--- src/hw/rtl/cse_pkg.sv ---
// shared types, constants and saturating helpers for the cubic spline evaluator
package cse_pkg;

  typedef logic signed [63:0] wide_t;

  localparam wide_t WIDE_LIM = 64'sh0FFF_FFFF_FFFF_FFFF;

  localparam logic ACT_WRITE = 1'b0;
  localparam logic ACT_EVAL  = 1'b1;

  localparam logic [1:0] ST_OK       = 2'd0;
  localparam logic [1:0] ST_FEW_KNOT = 2'd1;
  localparam logic [1:0] ST_ZERO_INT = 2'd2;

  typedef struct packed {
    logic signed [31:0] pos;
    logic signed [31:0] val;
    logic signed [31:0] slp;
  } knot_t;

  typedef struct packed {
    logic  start;
    logic  is_div;
    wide_t a;
    wide_t b;
  } arith_req_t;

  function automatic wide_t sat_wide(input wide_t s);
    if (s > WIDE_LIM) return WIDE_LIM;
    if (s < -WIDE_LIM) return -WIDE_LIM;
    return s;
  endfunction

  function automatic wide_t sadd(input wide_t a, input wide_t b);
    return sat_wide(a + b);
  endfunction

  function automatic wide_t ssub(input wide_t a, input wide_t b);
    return sat_wide(a - b);
  endfunction

  function automatic logic signed [31:0] out32(input wide_t v);
    if (v > 64'sh0000_0000_7FFF_FFFF) return 32'sh7FFF_FFFF;
    if (v < -64'sh0000_0000_8000_0000) return 32'sh8000_0000;
    return v[31:0];
  endfunction

endpackage

--- src/hw/rtl/cse_arith.sv ---
// shared saturating fixed-point multiply and divide unit, multi-cycle
module cse_arith
  import cse_pkg::*;
#(
  parameter int FRAC_BITS = 16
) (
  input  logic       clk,
  input  logic       rst_n,
  input  arith_req_t req,
  output logic       done,
  output wide_t      result
);

  localparam int DN = 64 + FRAC_BITS;

  typedef enum logic [1:0] {A_IDLE, A_MUL, A_DIV, A_FIN} astate_t;

  astate_t          state_r;
  logic             is_div_r;
  logic             neg_r;
  logic [63:0]      ua_r;
  logic [63:0]      ub_r;
  logic [127:0]     acc_r;
  logic [DN-1:0]    num_r;
  logic [DN-1:0]    quo_r;
  logic [63:0]      rem_r;
  logic [6:0]       cnt_r;
  logic             done_r;
  wide_t            result_r;

  logic [63:0]  ua, ub;
  logic [31:0]  mx, my;
  logic [63:0]  pp;
  logic [127:0] pp_sh;
  logic [64:0]  r2;
  logic [127:0] mshift;
  logic [DN-1:0] lim_dn;
  logic [63:0]  mag;

  assign ua = req.a[63] ? 64'(-req.a) : 64'(req.a);
  assign ub = req.b[63] ? 64'(-req.b) : 64'(req.b);

  // partial product order: lo*lo, lo*hi, hi*lo, hi*hi
  always_comb begin
    mx = cnt_r[1] ? ua_r[63:32] : ua_r[31:0];
    my = (cnt_r[1:0] == 2'd1 || cnt_r[1:0] == 2'd3) ? ub_r[63:32] : ub_r[31:0];
    pp = 64'(mx) * 64'(my);
    unique case (cnt_r[1:0])
      2'd0:    pp_sh = {64'd0, pp};
      2'd3:    pp_sh = {pp, 64'd0};
      default: pp_sh = {32'd0, pp, 32'd0};
    endcase
  end

  assign r2     = {rem_r, num_r[DN-1]};
  assign mshift = acc_r >> FRAC_BITS;
  assign lim_dn = DN'(WIDE_LIM);

  always_comb begin
    if (is_div_r) begin
      mag = (quo_r > lim_dn) ? 64'(WIDE_LIM) : quo_r[63:0];
    end else begin
      mag = (mshift > 128'(WIDE_LIM)) ? 64'(WIDE_LIM) : mshift[63:0];
    end
  end

  always_ff @(posedge clk) begin
    if (!rst_n) begin
      state_r <= A_IDLE;
      done_r  <= 1'b0;
    end else begin
      done_r <= 1'b0;
      unique case (state_r)
        A_IDLE: begin
          if (req.start) begin
            ua_r     <= ua;
            ub_r     <= ub;
            neg_r    <= req.a[63] ^ req.b[63];
            is_div_r <= req.is_div;
            acc_r    <= '0;
            num_r    <= DN'(ua) << FRAC_BITS;
            quo_r    <= '0;
            rem_r    <= '0;
            cnt_r    <= '0;
            state_r  <= req.is_div ? A_DIV : A_MUL;
          end
        end
        A_MUL: begin
          acc_r <= acc_r + pp_sh;
          cnt_r <= cnt_r + 7'd1;
          if (cnt_r[1:0] == 2'd3) state_r <= A_FIN;
        end
        A_DIV: begin
          num_r <= num_r << 1;
          if (r2 >= {1'b0, ub_r}) begin
            rem_r <= 64'(r2 - {1'b0, ub_r});
            quo_r <= {quo_r[DN-2:0], 1'b1};
          end else begin
            rem_r <= r2[63:0];
            quo_r <= {quo_r[DN-2:0], 1'b0};
          end
          cnt_r <= cnt_r + 7'd1;
          if (cnt_r == 7'(DN - 1)) state_r <= A_FIN;
        end
        A_FIN: begin
          result_r <= neg_r ? -wide_t'(mag) : wide_t'(mag);
          done_r   <= 1'b1;
          state_r  <= A_IDLE;
        end
        default: state_r <= A_IDLE;
      endcase
    end
  end

  assign done   = done_r;
  assign result = result_r;

endmodule

--- config.mk ---
export PLATFORM = sky130hd
export DESIGN_NAME = cse_arith
export DESIGN_NICKNAME = d
export VERILOG_FILES = /design/src/hw/rtl/cse_pkg.sv /design/src/hw/rtl/cse_arith.sv
export SDC_FILE = /design/constraint.sdc
export NUM_CORES = 2
export LEC_CHECK = 0
export BUFFER_PORTS_ARGS = -buffer_cell sky130_fd_sc_hd__buf_2
export CORE_ASPECT_RATIO = 1.2
export CORE_UTILIZATION = 55
export DETAILED_ROUTE_END_ITERATION = 8
export HOLD_SLACK_MARGIN = 0.06
export PLACE_DENSITY = 0.72
export SYNTH_ARGS = -nofsm -noshare
export SYNTH_HDL_FRONTEND = slang
export SYNTH_SLANG_ARGS = --single-unit
export TNS_END_PERCENT = 10
--- constraint.sdc ---
create_clock -name clk -period 25.3 [get_ports clk]
set_input_delay 0 -clock clk [delete_from_list [all_inputs] [get_ports clk]]
set_output_delay 0 -clock clk [all_outputs]
set_load 0.02 [all_outputs]
==> reports/qor.csv <==
stage,metric,value,unit
sta,Final Max Slew Viols,0,
cells_and_area,Final nets,9469,
clock_network,root buffer cell,clkbuf_16,
route,drt drc,0,
die,FP Rows,143,
sta,final setup violation count,0,
route,Avg Vias per Cell,6.227,
place,gpl congestion,1.041,
run_status,status,"complete, no violations",
global_routing,global-route wire length before repair,369000,um
cells_and_area,Synth-to-Final Area Change,9.793,%
logic_synthesis,largest area contributor in the netlist,fa_1,
route,drt first pass iters,8,
clock_network,Bufs on Longest Clock Path,3,
logic_synthesis,most frequent cell after synthesis,inv_1,
logic_synthesis,post-synth net total,9271,
logic_synthesis,synthesis-stage register bit count,540,
logic_synthesis,post-synthesis async set-or-reset flop share,0,%
sta,unrepaired setup endpoints after global routing,false,
route,uppermost layer routed,met5,
worst_setup_path,Setup crit start,cnt_r[1],
global_routing,initial antenna violation count,9,
clock_network,number of buffers created by CTS,60,
logic_synthesis,synth top area cells,"fa_1 (25%), edfxtp_1 (23%), ha_1 (8.3%), inv_1 (5.7%), nor2_1 (5.1%)",
clock_network,worst skew pair latency,0.69,ns
sta,Clock Skews,0.04530,ns
die,Die H,395.1,um
worst_setup_path,Setup crit start kind,flop,
route,final WL,245700,um
die,starting density of the core,55.67,%
logic_synthesis,ys flop type,edfxtp_1,
run,max cap viols,0,
min_path,Min-Delay Path Class,input port to flop,
cells_and_area,post-route cell area,0.07776,sq mm
die,die width,329.6,um
logic_synthesis,"top cells by count, synth","inv_1 (1072), nor2_1 (957), fa_1 (898)",
worst_setup_path,crit path to,acc_r[91],
worst_setup_path,FF-to-FF setup slack,9.20,ns
worst_setup_path,reg2reg start,cnt_r[1],
global_routing,largest net degree at the start of global routing,83,
worst_setup_path,Worst Path Arrival,16.51,ns
worst_setup_path,reg2reg path depth,45,
sta,Slew HR,12.34,%
die,CORE AREA,0.1272,sq mm
worst_setup_path,"slowest stage delay, CP",0.87,ns
logic_synthesis,post-synth top area share,25.38,%
cells_and_area,Fillers,10800,
clock_network,clock sinks,540,
logic_synthesis,Yosys warning total,0,
worst_setup_path,critical path type,flop to flop,
route,met2 WL,107700,um
route,Wirelength per Cell,25.36,um
worst_setup_path,most used cell along the critical path,fa_1,
die,die area,0.1302,sq mm
worst_setup_path,WP data required,25.70,ns
logic_synthesis,Avg Inst Size Synth,9.115,sq um
clock_network,clk slew on worst S/H paths,0.07,ns
sta,Tcrit/Tclk final,63.64,%
cells_and_area,ratio of cells with drive above 1 in the final layout,7.723,%
sta,Fin. Hold Viols,0,
global_routing,Tot GR Track Use,37.94,%
place,IO buf count,196,
logic_synthesis,Cells after Synth,7770,
worst_setup_path,slowest CP cell,buf_4,
logic_synthesis,register area share after synthesis,22.85,%
place,placed inst area,0.07353,sq mm
route,final antenna-violating net count,0,
place,hpwl dp,188500,um
global_routing,grt total ovfl,0,
sta,worst-margin pin slew,1.306,ns
clock_network,CTS tree,done,
worst_setup_path,crit path max fanout,67,
route,met3 wire length,27610,um
logic_synthesis,Post-synth EDFFs,537,
route,via count,60330,
sta,Max Clock Freq,62.10,MHz
sta,Final min period,16.10,ns
logic_synthesis,Mapped Area,0.07082,sq mm
route,Iter 0 DRT Violations,6306,
die,I/O pin total,197,
clock_network,H-tree depth,2,
worst_setup_path,reg-to-reg endpoint,acc_r[91],
sta,setup TNS,0,ns
worst_setup_path,Setup crit end kind,flop,
route,Metal-1 WL,93960,um
logic_synthesis,Netlist cell types,88,
global_routing,vias in the first global route,60390,
clock_network,post-CTS setup buffer count,0,
[cell families (layout without fill, tap and decap cells)]
logic type	count (synthesis)	in the layout	share of synthesized area, %
flip-flops	540	540	22.85
buffers and inverters	1466	1711	7.793
XOR/XNOR	428	428	5.293
other	0	7	0
AO/OA/AOI/OAI	1315	1315	11.82
adder cells (fa/ha/maj)	1369	1369	33.70
multiplexers	204	204	3.042
AND/OR/NAND/NOR	2448	2448	15.50
[worst max-delay path, delay by kind of cell, from the launching register on]
kind,cells,cell delay (ns)
AND/OR/NAND/NOR,8,2.07
AO/OA/AOI/OAI,19,5.50
adder cells (fa/ha/maj),11,5.68
flip-flops,1,0.32
buffers and inverters,6,2.03
XOR/XNOR,1,0.17
[flip-flops by register name, indices dropped and copies added, names as in the netlist]
signal,flops
acc_r,128
cnt_r,7
done,1
is_div_r,1
neg_r,1
num_r,64
quo_r,80
rem_r,64
result,64
state_r,2
ua_r,64
ub_r,64
[stage by stage]
stage	hold WS [ns]	utilization, %	setup WS (ns)	std cells
4_1_cts	0.07695	61.11	9.597	9682
3_5_place_dp	0.2021	57.80	9.661	9353
2_1_floorplan	0.09887	-	12.31	7770
5_1_grt	0.09977	61.11	8.470	9683
3_3_place_gp	0.1972	57.80	9.792	9353
6_report	0.1221	61.12	9.198	9689
[cell usage in the layout, fill, tap and decap left out, types with 57 or more instances in the layout]
cell type	instances
mux2_2	90
ha_1	470
o21ai_0	292
clkbuf_16	61
edfxtp_1	537
o21a_1	57
a21o_1	146
fa_1	898
buf_4	113
nor3_1	73
inv_1	1071
nor2_1	955
dlygate4sd3_1	220
buf_2	196
o31ai_1	63
nand2_1	792
nand4_1	112
nand3_1	63
xor2_1	152
xnor2_1	276
and2_1	158
a21oi_1	344
mux2i_1	71
[worst min-delay path by stage]
stage               startpoint  cells past startpoint  slack (ns)  endpoint
floorplan             req[128]                      0         0.1  is_div_r
global placement        req[0]                      1        0.20   ub_r[0]
detailed placement      req[0]                      1        0.20   ub_r[0]
CTS                   req[127]                      3        0.08     neg_r
global route          req[128]                      2         0.1  is_div_r
finish                req[128]                      2        0.12  is_div_r
[routing by layer]
layer	GRT usage (%)	vias up
met1	50.91	29850
li1	-	26120
met4	20.68	6
met2	57.19	3548
met3	8.294	812
met5	0	-
[what timing repair did]
item	4_1_cts	5_1_grt
hold buffers	220	0
endpoints found under the hold margin	201	0
setup endpoints to repair	0	0
gates resized for setup	0	0
[final cells by class]
class | instances | area, sq um | area share (%)
Multi-Input combinational cell | 5764 | 49400 | 63.53
Sequential cell | 540 | 16190 | 20.82
Timing Repair Buffer | 529 | 4031 | 5.185
Inverter | 1073 | 4031 | 5.185
Tap cell | 1667 | 2086 | 2.682
Clock buffer | 69 | 1556 | 2.002
Clock inverter | 40 | 447.9 | 0.5761
Antenna cell | 7 | 17.52 | 0.02253
Power is not shown: default switching activity piles up to over one toggle a cycle in this logic, so the estimate is an artifact.
